$ cat src/hdl/i2cap_pkg.sv
// Shared types and constants for the I2C address ACK probe.
package i2cap_pkg;

	// Field widths
	localparam int HalfW   = 10;
	localparam int LimitW  = 16;
	localparam int TimerW  = 16;
	localparam int AddrW   = 7;
	localparam int PaddrW  = 3;
	localparam int PdataW  = 32;
	localparam int InDataW  = 16;
	localparam int OutDataW = 8;

	// Reset values of the configuration registers
	localparam logic [HalfW-1:0]  HalfReset  = 10'd6;
	localparam logic [LimitW-1:0] LimitReset = 16'd1000;

	// Register index, taken from paddr[2]
	localparam logic REG_HALF  = 1'b0;
	localparam logic REG_LIMIT = 1'b1;

	// Sequencer phase codes
	localparam logic [3:0] PH_IDLE  = 4'd0;
	localparam logic [3:0] PH_PRE   = 4'd1;
	localparam logic [3:0] PH_STA1  = 4'd2;
	localparam logic [3:0] PH_STA2  = 4'd3;
	localparam logic [3:0] PH_BSET  = 4'd4;
	localparam logic [3:0] PH_BSTR  = 4'd5;
	localparam logic [3:0] PH_BHIGH = 4'd6;
	localparam logic [3:0] PH_BLOW  = 4'd7;
	localparam logic [3:0] PH_ASET  = 4'd8;
	localparam logic [3:0] PH_ASTR  = 4'd9;
	localparam logic [3:0] PH_AHIGH = 4'd10;
	localparam logic [3:0] PH_ALOW  = 4'd11;
	localparam logic [3:0] PH_P1    = 4'd12;
	localparam logic [3:0] PH_PSTR  = 4'd13;
	localparam logic [3:0] PH_PHIGH = 4'd14;
	localparam logic [3:0] PH_P2    = 4'd15;

	// Bits sent per frame (address plus write bit)
	localparam logic [3:0] BitsPerFrame = 4'd8;

	typedef struct packed {
		logic [HalfW-1:0]  half_period_ticks;
		logic [LimitW-1:0] stretch_limit_ticks;
	} cfg_t;

	typedef struct packed {
		logic             scl_level;
		logic             sda_level;
		logic [AddrW-1:0] target_address;
		logic             start_probe;
	} item_t;

	typedef struct packed {
		logic acked;
		logic probe_done;
		logic busy_res;
		logic scl_pull_low;
		logic sda_pull_low;
	} res_t;

endpackage

$ cat src/hdl/i2cap_regs.sv
// APB configuration registers: half period and clock-stretch limit.
module i2cap_regs (
	input  logic                          clk,
	input  logic                          arst_n,
	input  logic                          psel,
	input  logic                          penable,
	input  logic                          pwrite,
	input  logic [i2cap_pkg::PaddrW-1:0]  paddr,
	input  logic [i2cap_pkg::PdataW-1:0]  pwdata,
	output logic [i2cap_pkg::PdataW-1:0]  prdata,
	output logic                          pready,
	output i2cap_pkg::cfg_t               cfg
);
	import i2cap_pkg::*;

	logic [HalfW-1:0]  half_q;
	logic [LimitW-1:0] limit_q;
	logic              wr_en;
	logic              reg_idx;

	assign pready  = 1'b1;
	assign wr_en   = psel && penable && pwrite && pready;
	assign reg_idx = paddr[2];

	// Write on the access cycle
	always_ff @(posedge clk or negedge arst_n) begin
		if (!arst_n) begin
			half_q  <= HalfReset;
			limit_q <= LimitReset;
		end else if (wr_en) begin
			case (reg_idx)
				REG_HALF:  half_q  <= pwdata[HalfW-1:0];
				REG_LIMIT: limit_q <= pwdata[LimitW-1:0];
				default:   half_q  <= half_q;
			endcase
		end
	end

	// Read back the selected register
	always_comb begin
		case (reg_idx)
			REG_HALF:  prdata = {{(PdataW-HalfW){1'b0}}, half_q};
			REG_LIMIT: prdata = {{(PdataW-LimitW){1'b0}}, limit_q};
			default:   prdata = '0;
		endcase
	end

	assign cfg.half_period_ticks   = half_q;
	assign cfg.stretch_limit_ticks = limit_q;

endmodule

$ cat src/hdl/i2cap_seq.sv
// Line sequencer: one tick of the START / address / ACK / STOP state machine per beat.
module i2cap_seq (
	input  logic            clk,
	input  logic            arst_n,
	input  logic            step,
	input  i2cap_pkg::item_t item,
	input  i2cap_pkg::cfg_t  cfg,
	output i2cap_pkg::res_t  res
);
	import i2cap_pkg::*;

	logic [3:0]        phase_q, phase_d;
	logic [3:0]        bitcnt_q, bitcnt_d, bitcnt_inc;
	logic [7:0]        shift_q, shift_d;
	logic [TimerW-1:0] timer_q, timer_d, timer_dec, hold_val;
	logic              sda_q, sda_d;
	logic              scl_q, scl_d;
	logic              ack_q, ack_d;
	logic              done;
	logic              tmo;
	logic              str_over;
	logic [TimerW:0]   timer_inc;

	// Shared timer helpers
	assign tmo        = (timer_q <= 16'd1);
	assign timer_dec  = timer_q - 16'd1;
	assign timer_inc  = {1'b0, timer_q} + 17'd1;
	assign str_over   = item.scl_level || (timer_inc >= {1'b0, cfg.stretch_limit_ticks});
	assign hold_val   = {{(TimerW-HalfW){1'b0}}, cfg.half_period_ticks};
	assign bitcnt_inc = bitcnt_q + 4'd1;

	// Next state for one tick
	always_comb begin
		phase_d  = phase_q;
		bitcnt_d = bitcnt_q;
		shift_d  = shift_q;
		timer_d  = timer_q;
		sda_d    = sda_q;
		scl_d    = scl_q;
		ack_d    = ack_q;
		done     = 1'b0;
		case (phase_q)
			PH_IDLE: begin
				if (item.start_probe) begin
					shift_d  = {item.target_address, 1'b0};
					bitcnt_d = '0;
					ack_d    = 1'b0;
					sda_d    = 1'b0;
					scl_d    = 1'b0;
					timer_d  = {{(TimerW-HalfW-1){1'b0}}, cfg.half_period_ticks, 1'b0};
					phase_d  = PH_PRE;
				end
			end
			PH_PRE, PH_STA1, PH_STA2, PH_BHIGH, PH_AHIGH, PH_ALOW, PH_PHIGH: begin
				if (!tmo) begin
					timer_d = timer_dec;
				end else begin
					timer_d = hold_val;
					case (phase_q)
						PH_PRE:   begin sda_d = 1'b1; phase_d = PH_STA1; end
						PH_STA1:  begin scl_d = 1'b1; phase_d = PH_STA2; end
						PH_STA2:  begin sda_d = !shift_q[7]; phase_d = PH_BSET; end
						PH_BHIGH: begin scl_d = 1'b1; phase_d = PH_BLOW; end
						PH_AHIGH: begin
							ack_d   = !item.sda_level;
							scl_d   = 1'b1;
							phase_d = PH_ALOW;
						end
						PH_ALOW:  begin sda_d = 1'b1; phase_d = PH_P1; end
						default:  begin sda_d = 1'b0; phase_d = PH_P2; end
					endcase
				end
			end
			PH_BSET, PH_ASET, PH_P1: begin
				if (!tmo) begin
					timer_d = timer_dec;
				end else begin
					scl_d   = 1'b0;
					timer_d = '0;
					case (phase_q)
						PH_BSET: phase_d = PH_BSTR;
						PH_ASET: phase_d = PH_ASTR;
						default: phase_d = PH_PSTR;
					endcase
				end
			end
			PH_BSTR, PH_ASTR, PH_PSTR: begin
				if (!str_over) begin
					timer_d = timer_inc[TimerW-1:0];
				end else begin
					timer_d = hold_val;
					case (phase_q)
						PH_BSTR: phase_d = PH_BHIGH;
						PH_ASTR: phase_d = PH_AHIGH;
						default: phase_d = PH_PHIGH;
					endcase
				end
			end
			PH_BLOW: begin
				if (!tmo) begin
					timer_d = timer_dec;
				end else begin
					shift_d  = {shift_q[6:0], 1'b0};
					bitcnt_d = bitcnt_inc;
					timer_d  = hold_val;
					if (bitcnt_inc >= BitsPerFrame) begin
						sda_d   = 1'b0;
						phase_d = PH_ASET;
					end else begin
						sda_d   = !shift_q[6];
						phase_d = PH_BSET;
					end
				end
			end
			PH_P2: begin
				if (!tmo) begin
					timer_d = timer_dec;
				end else begin
					sda_d   = 1'b0;
					scl_d   = 1'b0;
					timer_d = '0;
					phase_d = PH_IDLE;
					done    = 1'b1;
				end
			end
			default: begin
				phase_d = PH_IDLE;
				sda_d   = 1'b0;
				scl_d   = 1'b0;
			end
		endcase
	end

	// Advance the state once per beat
	always_ff @(posedge clk or negedge arst_n) begin
		if (!arst_n) begin
			phase_q  <= PH_IDLE;
			bitcnt_q <= '0;
			shift_q  <= '0;
			timer_q  <= '0;
			sda_q    <= 1'b0;
			scl_q    <= 1'b0;
			ack_q    <= 1'b0;
		end else if (step) begin
			phase_q  <= phase_d;
			bitcnt_q <= bitcnt_d;
			shift_q  <= shift_d;
			timer_q  <= timer_d;
			sda_q    <= sda_d;
			scl_q    <= scl_d;
			ack_q    <= ack_d;
		end
	end

	// Result reflects the state after this tick
	assign res.sda_pull_low = sda_d;
	assign res.scl_pull_low = scl_d;
	assign res.busy_res     = (phase_d != PH_IDLE);
	assign res.probe_done   = done;
	assign res.acked        = done && ack_d;

endmodule

$ cat src/hdl/i2c_address_ack_probe.sv
// Top level of the I2C address ACK probe: stream ports, config port, pipeline.
//
// Usage: every input beat on s_axis is one timer tick. It carries the sampled
// SDA/SCL levels and, when idle, an optional start request with a 7-bit
// address. Each accepted beat yields exactly one result beat on m_axis with
// the open-drain line drives, busy, a one-beat done pulse and the ACK flag.
// The host turns sda_pull_low / scl_pull_low into pad enables.
// Path: a beat is taken into the input register, then the sequencer writes
// its result into the result register, which drives m_axis.
// Throughput: one beat per cycle while m_tready is high; the state machine
// and its timers update once per beat, so beats may arrive back to back.
// Stall: a waiting result holds while m_tready is low; an empty input
// register takes one more beat, then s_tready drops until m_tready rises.
// Reset: the sequencer returns to idle with both lines released, both stages
// empty, and the registers load half period 6 and stretch limit 1000.
// Configuration: APB, register 0 at 0x0 (half period), register 1 at 0x4
// (stretch limit); write only while no beats are in flight.
module i2c_address_ack_probe (
	input  logic                            clk,
	input  logic                            arst_n,
	// fields from bit 0: start_probe, target_address[7], sda_level, scl_level
	input  logic [i2cap_pkg::InDataW-1:0]   s_tdata,
	input  logic                            s_tvalid,
	output logic                            s_tready,
	// fields from bit 0: sda_pull_low, scl_pull_low, busy_res, probe_done, acked
	output logic [i2cap_pkg::OutDataW-1:0]  m_tdata,
	output logic                            m_tvalid,
	input  logic                            m_tready,
	input  logic                            psel,
	input  logic                            penable,
	input  logic                            pwrite,
	input  logic [i2cap_pkg::PaddrW-1:0]    paddr,
	input  logic [i2cap_pkg::PdataW-1:0]    pwdata,
	output logic [i2cap_pkg::PdataW-1:0]    prdata,
	output logic                            pready
);
	import i2cap_pkg::*;

	cfg_t  cfg;
	item_t item_s1;
	logic  valid_s1;
	res_t  res;
	res_t  res_s2;
	logic  valid_s2;
	logic  adv_s1;

	i2cap_regs u_regs (
		.clk     (clk),
		.arst_n  (arst_n),
		.psel    (psel),
		.penable (penable),
		.pwrite  (pwrite),
		.paddr   (paddr),
		.pwdata  (pwdata),
		.prdata  (prdata),
		.pready  (pready),
		.cfg     (cfg)
	);

	// Move stage 1 forward when the result register is free or drains
	assign adv_s1   = !valid_s2 || m_tready;
	assign s_tready = !valid_s1 || adv_s1;

	// Input register
	always_ff @(posedge clk or negedge arst_n) begin
		if (!arst_n) begin
			valid_s1 <= 1'b0;
		end else if (s_tready) begin
			valid_s1 <= s_tvalid;
		end
	end

	always_ff @(posedge clk) begin
		if (s_tready && s_tvalid) begin
			item_s1 <= item_t'(s_tdata[$bits(item_t)-1:0]);
		end
	end

	i2cap_seq u_seq (
		.clk    (clk),
		.arst_n (arst_n),
		.step   (valid_s1 && adv_s1),
		.item   (item_s1),
		.cfg    (cfg),
		.res    (res)
	);

	// Result register
	always_ff @(posedge clk or negedge arst_n) begin
		if (!arst_n) begin
			valid_s2 <= 1'b0;
		end else if (adv_s1) begin
			valid_s2 <= valid_s1;
		end
	end

	always_ff @(posedge clk) begin
		if (adv_s1 && valid_s1) begin
			res_s2 <= res;
		end
	end

	assign m_tvalid = valid_s2;
	assign m_tdata  = {{(OutDataW-$bits(res_t)){1'b0}}, res_s2};

endmodule

$ cat config.mk
export PLATFORM = sky130hd
export DESIGN_NAME = i2c_address_ack_probe
export DESIGN_NICKNAME = d
export VERILOG_FILES = /design/src/hdl/i2cap_pkg.sv /design/src/hdl/i2cap_regs.sv /design/src/hdl/i2cap_seq.sv /design/src/hdl/i2c_address_ack_probe.sv
export SDC_FILE = /design/constraint.sdc
export NUM_CORES = 1
export LEC_CHECK = 0
export BUFFER_PORTS_ARGS = -buffer_cell sky130_fd_sc_hd__buf_2
export CAP_MARGIN = 10
export CORE_ASPECT_RATIO = 0.7
export CORE_MARGIN = 2
export CORE_UTILIZATION = 51
export DETAILED_ROUTE_END_ITERATION = 10
export PLACE_DENSITY = 0.85
export SETUP_SLACK_MARGIN = 0.5
export SLEW_MARGIN = 20
export SYNTH_ARGS = -nofsm -noshare
export SYNTH_HDL_FRONTEND = slang
export SYNTH_HIERARCHICAL = 1
export SYNTH_SLANG_ARGS = --single-unit
export TNS_END_PERCENT = 1
$ cat constraint.sdc
create_clock -name clk -period 3.45 [get_ports clk]
set_clock_uncertainty 0.05 [all_clocks]
set_input_delay 0.69 -clock clk [delete_from_list [all_inputs] [get_ports clk]]
set_output_delay 0.69 -clock clk [all_outputs]
set_load 0.02 [all_outputs]
After elaboration in Yosys (flattened, before gate mapping)

Cells that the tools add are included.

Bitwise gates (word level): 1
Add/subtract/negate cells: 3
Reductions and logical operators: 27
Muxes and demuxes: 41
Order comparisons: 3
Equality and inequality tests: 17

Operators with widths:

| cell                  | number |
|---|---|
| $mux 16               | 4 |
| $pmux 16 s4           | 1 |
| $pmux 32 s2           | 1 |
| $pmux 4 s6            | 2 |
| $mux 4                | 9 |
| $eq 4x4->1 const B    | 8 |
| $pmux 4 s2            | 3 |
| $add 16x1->17 const B | 1 |
| $ge 17x16->1          | 1 |
| $eq 4x3->1 const B    | 4 |
| $le 16x1->1 const B   | 1 |
| $mux 8                | 2 |
| $pmux 8 s2            | 1 |
| $sub 16x1->16 const B | 1 |
| $mux 1                | 14 |
| $reduce_or 3->1       | 3 |
| $eq 4x2->1 const B    | 2 |
| $reduce_or 8->1       | 1 |
| $reduce_or 7->1       | 1 |
| $pmux 1 s3            | 2 |
| $reduce_and 2->1      | 3 |
| $logic_and 1x1->1     | 5 |
| $logic_not 1->1       | 5 |
| $add 4x1->4 const B   | 1 |
| 14 further kinds      | 16 |

Output and inout bits: 43
Bits of input ports: 58
Logic and storage cells: 112
Register bits after elaboration: 78

Longest topological paths before layout

Gate-level depths: netlist of run 1.

Depth in word-level cells: 6
Mapped depth: 15
Mapped depth without buffers: 14

Cells and area by module

The synthesis of run 1 kept the hierarchy.

Modules (own cells, without submodules):

| module                | sequential area each (µm²) | cells each | times used | area an instance (µm²) |
|---|---|---|---|---|
| i2cap_seq             | 850.8                      | 409        | 1          | 3150.5 |
| i2cap_regs            | 660.6                      | 93         | 1          | 1382.6 |
| i2c_address_ack_probe | 500.5                      | 27         | 1          | 580.6 |

Worst setup path before layout of run 1

Ideal clock, no wire load.

Path kind: reg2reg
From: register u_seq.timer_q[0]
To: register u_seq.timer_q[3]
Stages on the path, launching flop included: 14
Setup time: 0.094 ns
Setup slack: -0.246 ns
Data required time: 3.306 ns
Path buffers: 0
Arrival time: 3.553 ns
Clock period less this slack: 3.696 ns
Cells stage by stage: dfrtp_1 -> ha_1 -> nand3_1 -> nor4_1 -> nand3_1 -> xnor2_1 -> ha_1 -> a21o_1 -> a211o_1 -> a31oi_1 -> nand4b_1 -> nor2_1 -> a221oi_1 -> a211oi_1

Word-level cells in the longest chain between the ends: 5
Elaborated cells on any way between the ends: 9
Those cells by class: add/sub (2); order compare (2); mux (4); reduce/logical (1)

Ends and longest elaborated chain:

| what                     | RTL line         | source |
|---|---|---|
| start: declaration       | i2cap_seq.sv:15  | `logic [TimerW-1:0] timer_q, timer_d, timer_dec, hold_val;` |
| start signal: assignment | i2cap_seq.sv:148 | `timer_q <= timer_d;` |
| $add 16x1->17            | i2cap_seq.sv:27  | `assign timer_inc = {1'b0, timer_q} + 17'd1;` |
| $ge 17x16->1             | i2cap_seq.sv:28  | `assign str_over = item.scl_level \|\| (timer_inc >= {1'b0, cfg.stretch_limit_ticks});` |
| $logic_or 1x1->1         | i2cap_seq.sv:28  |  |
| $mux 16                  | i2cap_seq.sv:88  | `if (!str_over) begin` |
| $pmux 16 s4 (*)          | i2cap_seq.sv:42  | `case (phase_q)` |

Every way passes the cells marked *; elsewhere a longest branch is shown, timed or not.
A chain may end at the register's enable or synchronous reset.

Worst setup path after layout of run 1

From: register u_seq.timer_q[2]
To: register u_seq.timer_q[2]

Same word-level chain as after synthesis.

==> results of run 1 <==
per-layer routing:
layer	global-route usage, %	vias to the layer above	part of all wire [%]	wire length (um)
li1	-	2001	-	-
met1	33.03	2093	43	5654
met2	38.91	225	46	6120
met3	8.659	22	9.1	1203
met4	9.711	0	1.7	219
met5	0	-	0	0
timing repair:
| action | in CTS | in global routing |
|---|---|---|
| endpoints found under the setup margin | 18 | 33 |
| gates cloned | 0 | 0 |
| setup buffers | 10 | 2 |
| resized for setup | 23 | 11 |
| pin swaps | 19 | 12 |
area by class of cell:
class	count	area, um2
Clock buffer	10	229.0
Clock inverter	6	47.55
Fill cell	773	3621
Inverter	19	71.32
Multi-Input combinational cell	391	2954
Sequential cell	77	2013
Tap cell	128	160.2
Timing Repair Buffer	101	625.6
through the flow:
step,setup TNS [ps],cells
final,0,732
after global routing,-114.3,732
after CTS,0,730
after detailed placement,-0.9743,704
after global placement,0,704
after floorplan,0,546
path summary, 6_finish.rpt:
kind	cells after the start	to
worst max-delay path	14	u_seq/timer_q[2]
worst min-delay path	1	u_seq/timer_q[14]
worst max register to register	14	u_seq/timer_q[2]
worst min register to register	2	u_seq/shift_q[4]
max in group asynchronous	2	u_regs/limit_q[6]
min in group clk	2	u_seq/shift_q[4]
cell families after synthesis:
| kind of cell | count (synthesis) | share of synthesized area [%] |
|---|---|---|
| simple gates | 177 | 18.62 |
| compound gates | 108 | 13.82 |
| buf+inv | 78 | 8.221 |
| flops | 77 | 39.34 |
| mux | 44 | 11.11 |
| xor+xnor | 22 | 3.768 |
| fa+ha+maj | 20 | 4.894 |
| other cells | 3 | 0.2202 |
worst max-delay path: cells and delay by family, from the launching register on:
kind,cells,cell delay (ps)
AO/OA/AOI/OAI,6,1430
adder cells (fa/ha/maj),1,190
flip-flops,1,380
XOR/XNOR,1,170
AND/OR/NAND/NOR,6,980
cells in the final DEF, fill, tap and decap left out, types with 5 or more instances in the layout:
| master | n |
|---|---|
| inv_1 | 19 |
| a211oi_1 | 7 |
| xnor2_1 | 11 |
| nor3_1 | 16 |
| and3_1 | 6 |
| o31ai_1 | 5 |
| mux2_4 | 21 |
| a221oi_1 | 5 |
| conb_1 | 20 |
| xor2_1 | 9 |
| dfstp_2 | 8 |
| buf_2 | 56 |
| nand2_1 | 37 |
| nand2b_1 | 6 |
| clkbuf_16 | 9 |
| nand4_1 | 8 |
| or3_1 | 5 |
| a21oi_1 | 13 |
| ha_1 | 16 |
| dfrtp_1 | 53 |
| and2_1 | 11 |
| nor2_1 | 34 |
| mux2i_1 | 5 |
| edfxtp_1 | 15 |
| nand3_1 | 12 |
| buf_4 | 43 |
| o21ai_0 | 39 |
| mux2_2 | 18 |
power by group through the flow:
stage               Sequential [mW]  Clock, mW  Combinational (mW)
CTS                            1.19      0.904                1.35
floorplan                      1.16          0               0.916
detailed placement             1.21          0                1.25
global placement               1.20          0                1.19
finish                         1.19      0.889                1.42
global route                   1.21      0.951                1.56
registers in the layout, summed over array words and instances, names as in the netlist, 4 cells and up:
register	cells
item_s1	10
m_tdata	5
u_regs/half_q	10
u_regs/limit_q	16
u_seq/bitcnt_q	4
u_seq/phase_q	4
u_seq/shift_q	7
u_seq/timer_q	16
==> run metrics, run 1 <==
Final min period 3355 ps; via count 4,341; status complete, no violations; fmax 298.0 MHz; initial core utilization 52.60%; clock root cell clkbuf_16; ratio of final minimum period to clock period 97.25%; Min Hold Slack 336.2 ps; Setup WS post-layout 94.78 ps; Placement Cell Area 5563 um2; EDFF count, synth 15; CP Launch Point u_seq/timer_q[2]; ys flop type dfrtp_1; FF-to-FF setup slack 90 ps; clock buffer depth 2; pin count of the biggest net entering global routing 31; Area contributors post-synth dfrtp_1 (26%), edfxtp_1 (8.8%), mux2_4 (6.2%); ANT nets after route 0; Sink Count 77; Clock power frac 25.4%; final instance area 6101 um2; Die Footprint 10,860 um2; first-pass GRT wire length 20,840 um; GPL Wtd Cong 0.9376; Syn Area/Cell 9.667 um2; flops & latches, synth 77; initial antenna violation count 0; worst slack, placed -0.9743 ps; Int Pwr 2.216 mW; # port buffers 56; WL/cell 18.03 um; YS warnings 6; Iter 0 DRT Violations 479; final setup fails 0; RSZ-0062 raised after global routing yes; Horiz. Die Dim 123.7 um; clk slew on worst S/H paths 60 ps; Post-synth ARST share 80.52%; Routed WL 13,200 um; GRT Util Overall 25.25%; power density over the cells 573.8 nW/um2; startpoint types flip-flop; RR Startpoint u_seq/timer_q[2]; vias in the first global route 4,125; Required @ worst endpoint 3600 ps; worst endpoint data arrival time 3510 ps; FP Rows 30; crit path capture type flip-flop; largest area contributor in the netlist dfrtp_1; crit-path most repeated cell and3_4; HPWL Detailed 9040 um; Max transition margin 53.64%; core box area 9722 um2; residual DRC count 0; crit path cell chain and3_4 > and3_4 > and2_4 > and4_4 > nand2_2 > xnor2_2 > ha_2 > a21o_1 > a211o_1 > a31oi_2 > nand3_1 > o311a_4 > o21ai_0 > a31oi_1; Yosys cell types 66; Synth top area share 26.43%; Area growth syn-to-layout 19.31%; Overall Power 3.501 mW; mapped cell area 5114 um2; combinational power share 40.6%; share of power burned in registers 34.0%; hold crit path type input pin to asynchronous set/reset pin; Pleak 2.706 nW; Post-synth top cells dfrtp_1 (54), o21ai_0 (41), nand2_1 (38); Worst Tran Pin Value 695.4 ps; Sw Share 36.69%; IO Pins 101; CP peak stage delay 400 ps; sequential fraction of the synthesis area 39.34%; Slew Viols, Final 0; Final #Nets 677; Hold Fails Final Rpt 0; Skew-Pair Late Insertion Delay 340 ps; cells after synthesis 529; type of the worst setup path flip-flop to flip-flop; number of detailed-route iterations in the first pass 5; switching power 1.284 mW; Util after Layout 62.75%; post-DR vias/cell 5.930; hold_buf cts 0; Peak VDD IR 0.0004129 V; CTS Buf Count 9; global route overflow 0; Ant. Diodes 0; htree depth 3; chip height 87.78 um; share of layout cells above drive strength 1 34.11%; Crit-path slowest cell o311a_4; Maximum Capacitance Violations 0; most frequent cell after synthesis dfrtp_1; TritonCTS clock tree done; CP max FO 10
No activity file was read; power rests on OpenSTA's default activity.
==> inputs of run 2 (changes only) <==
Settings changed: CORE_UTILIZATION 51 to 55, PLACE_DENSITY 0.85 to 0.87.
Clock period 3.45 ns to 4.34 ns, I/O delays scaled along.
==> run 2 against run 1 <==
Fmax down 7.0%. Worst setup slack better by 640 ps. Clock-buffer cell count is the same. Non-clock buffer count shrank 31. Sequential share of layout area increased by 2.4 points. Clock power fell by 17%. First-iteration DRC count fell by 13%. Critical endpoint is now u_seq/timer_q[4]. Largest cell class unchanged.
==> run metrics, run 2 (synthesis gave the netlist of run 1 again) <==
Setup WS post-layout 733.0 ps; pin count of the biggest net entering global routing 33; Hold Startpoint u_seq/shift_q[4]; Area growth syn-to-layout 11.74%; ratio of final minimum period to clock period 83.11%; Clock power frac 28.0%; RSZ-0062 raised after global routing no; TritonCTS clock tree done; filler cell count 724; startpoint types flip-flop; fmax 277.2 MHz; Peak VDD IR 0.0003239 V; WL/cell 17.91 um; Sink Count 77; Setup TNS Final 0 ps; GRT Util Overall 25.36%; top flop regs u_regs/limit_q (16), u_seq/timer_q (16); CTS Buf Count 9; type of the worst setup path flip-flop to flip-flop; htree depth 3; Maximum Capacitance Violations 0; share of power burned in registers 38.7%; clock buffer depth 2; met2 wire len 5599 um; R2R depth 13; IO Pins 101; RR Startpoint u_seq/timer_q[3]; hold_buf cts 0; FF-to-FF setup slack 730 ps; metal3 WL 1025 um; Final #Nets 646; number of detailed-route iterations in the first pass 5; Hold Fails Final Rpt 0; most frequent cells in the layout buf_2 (56), dfrtp_1 (46), o21ai_0 (39); Sw Share 36.94%; Pleak 2.552 nW; power density over the cells 460.7 nW/um2; Horiz. Die Dim 119.3 um; Register Area 2022 um2; Ant. Diodes 0; Worst Tran Pin Value 850.3 ps; Int Pwr 1.660 mW; via count 4,177; Slew Viols, Final 0; Die Footprint 10,100 um2; FP Rows 29; chip height 84.68 um; most common cell after layout, fill and taps aside buf_2; first-pass GRT wire length 20,150 um; worst slack, placed 348.7 ps; Skew-Pair Late Insertion Delay 340 ps; final setup fails 0; Overall Power 2.633 mW; # port buffers 56; hold depth 2; initial antenna violation count 0; post-DR vias/cell 5.993; global route overflow 0; Max transition margin 43.01%; Final min period 3607 ps; ANT nets after route 0; Routed WL 12,490 um; HPWL Detailed 8744 um; core box area 9035 um2; switching power 0.9724 mW; Hold EP u_seq/shift_q[4]; initial core utilization 56.60%; clk slew on worst S/H paths 60 ps; clock root cell clkbuf_16; wire length on met1 5698 um; worst endpoint data arrival time 3790 ps; worst r2r dst u_seq/timer_q[4]; CP max FO 10; residual DRC count 0; hold crit path type flip-flop to flip-flop; Required @ worst endpoint 4520 ps; GPL Wtd Cong 0.9424; crit path capture type flip-flop; combinational power share 33.4%; Iter 0 DRT Violations 417; multi-input logic area 2790 um2; max layer used met4; vias in the first global route 3,979; status complete, no violations; share of layout cells above drive strength 1 28.10%
-- run 2: changes by cell type in the layout (fill, tap and decap cells not counted), moves of 3 or more --
cell	delta
buf_4	-29
dfrtp_1	-7
dfrtp_2	+7
ha_1	+3
nor2_4	-3
nor3_1	+3
-- run 2: what timing repair did --
action,CTS,global route
gates resized for setup,2,14
pin swaps,1,0
endpoints found under the setup margin,16,17
buffers inserted,1,4
-- run 2: worst max-delay path by stage --
stage | start | end | slack (ps) | depth (start not counted)
2_1_floorplan | u_seq/timer_q[0] | u_seq/timer_q[3] | 640 | 13
3_3_place_gp | u_seq/timer_q[0] | u_seq/timer_q[11] | 430 | 12
3_5_place_dp | u_seq/timer_q[0] | u_seq/timer_q[12] | 350 | 14
4_1_cts | u_seq/timer_q[0] | u_seq/timer_q[6] | 510 | 13
5_1_grt | u_seq/timer_q[3] | u_seq/timer_q[3] | 520 | 14
6_report | u_seq/timer_q[3] | u_seq/timer_q[4] | 730 | 13
-- run 2: critical path: stages (launching register included) --
cell	delay, ps
dfrtp_2	450
and3_1	200
and3_1	190
and2_1	230
and4_1	250
nand2_1	80
xnor2_1	150
ha_1	350
nand3_1	120
nor3_2	320
o41a_1	360
o311a_2	360
o21ai_0	120
a211oi_1	270
-- run 2: layer usage --
layer  GRT usage (%)  up-vias
met5               0        -
met4           7.900        0
met3           5.367       18
met2           38.30      212
met1           36.71     2004
li1                -     1943
-- run 2: per-stage QoR --
stage	hold WS, ps	cells	util, %	cell area (um2)
after CTS	453.3	693	62.40	5638
after detailed placement	420.8	676	59.01	5331
after global placement	411.9	676	59.01	5331
after floorplan	399.2	546	-	5177
after global routing	466.6	697	63.25	5714
final	449.2	697	63.25	5714
-- run 2: layout make-up --
| type | instances | share of cell area [%] |
|---|---|---|
| clock buffer | 10 | 4.182 |
| clock inverter | 6 | 0.8977 |
| inverter | 19 | 1.248 |
| multi-input combinational | 391 | 48.83 |
| sequential | 77 | 35.38 |
| tap | 124 | 2.715 |
| timing repair buffer | 70 | 6.744 |
-- run 2: power groups by stage --
stage                     Clock, mW  Combinational, mW  Sequential (mW)
after floorplan                   0              0.710            0.921
after global placement            0              0.800             1.01
after detailed placement          0              0.832             1.01
after CTS                     0.750              0.844             1.00
after global routing          0.780              0.970             1.04
final                         0.736              0.879             1.02
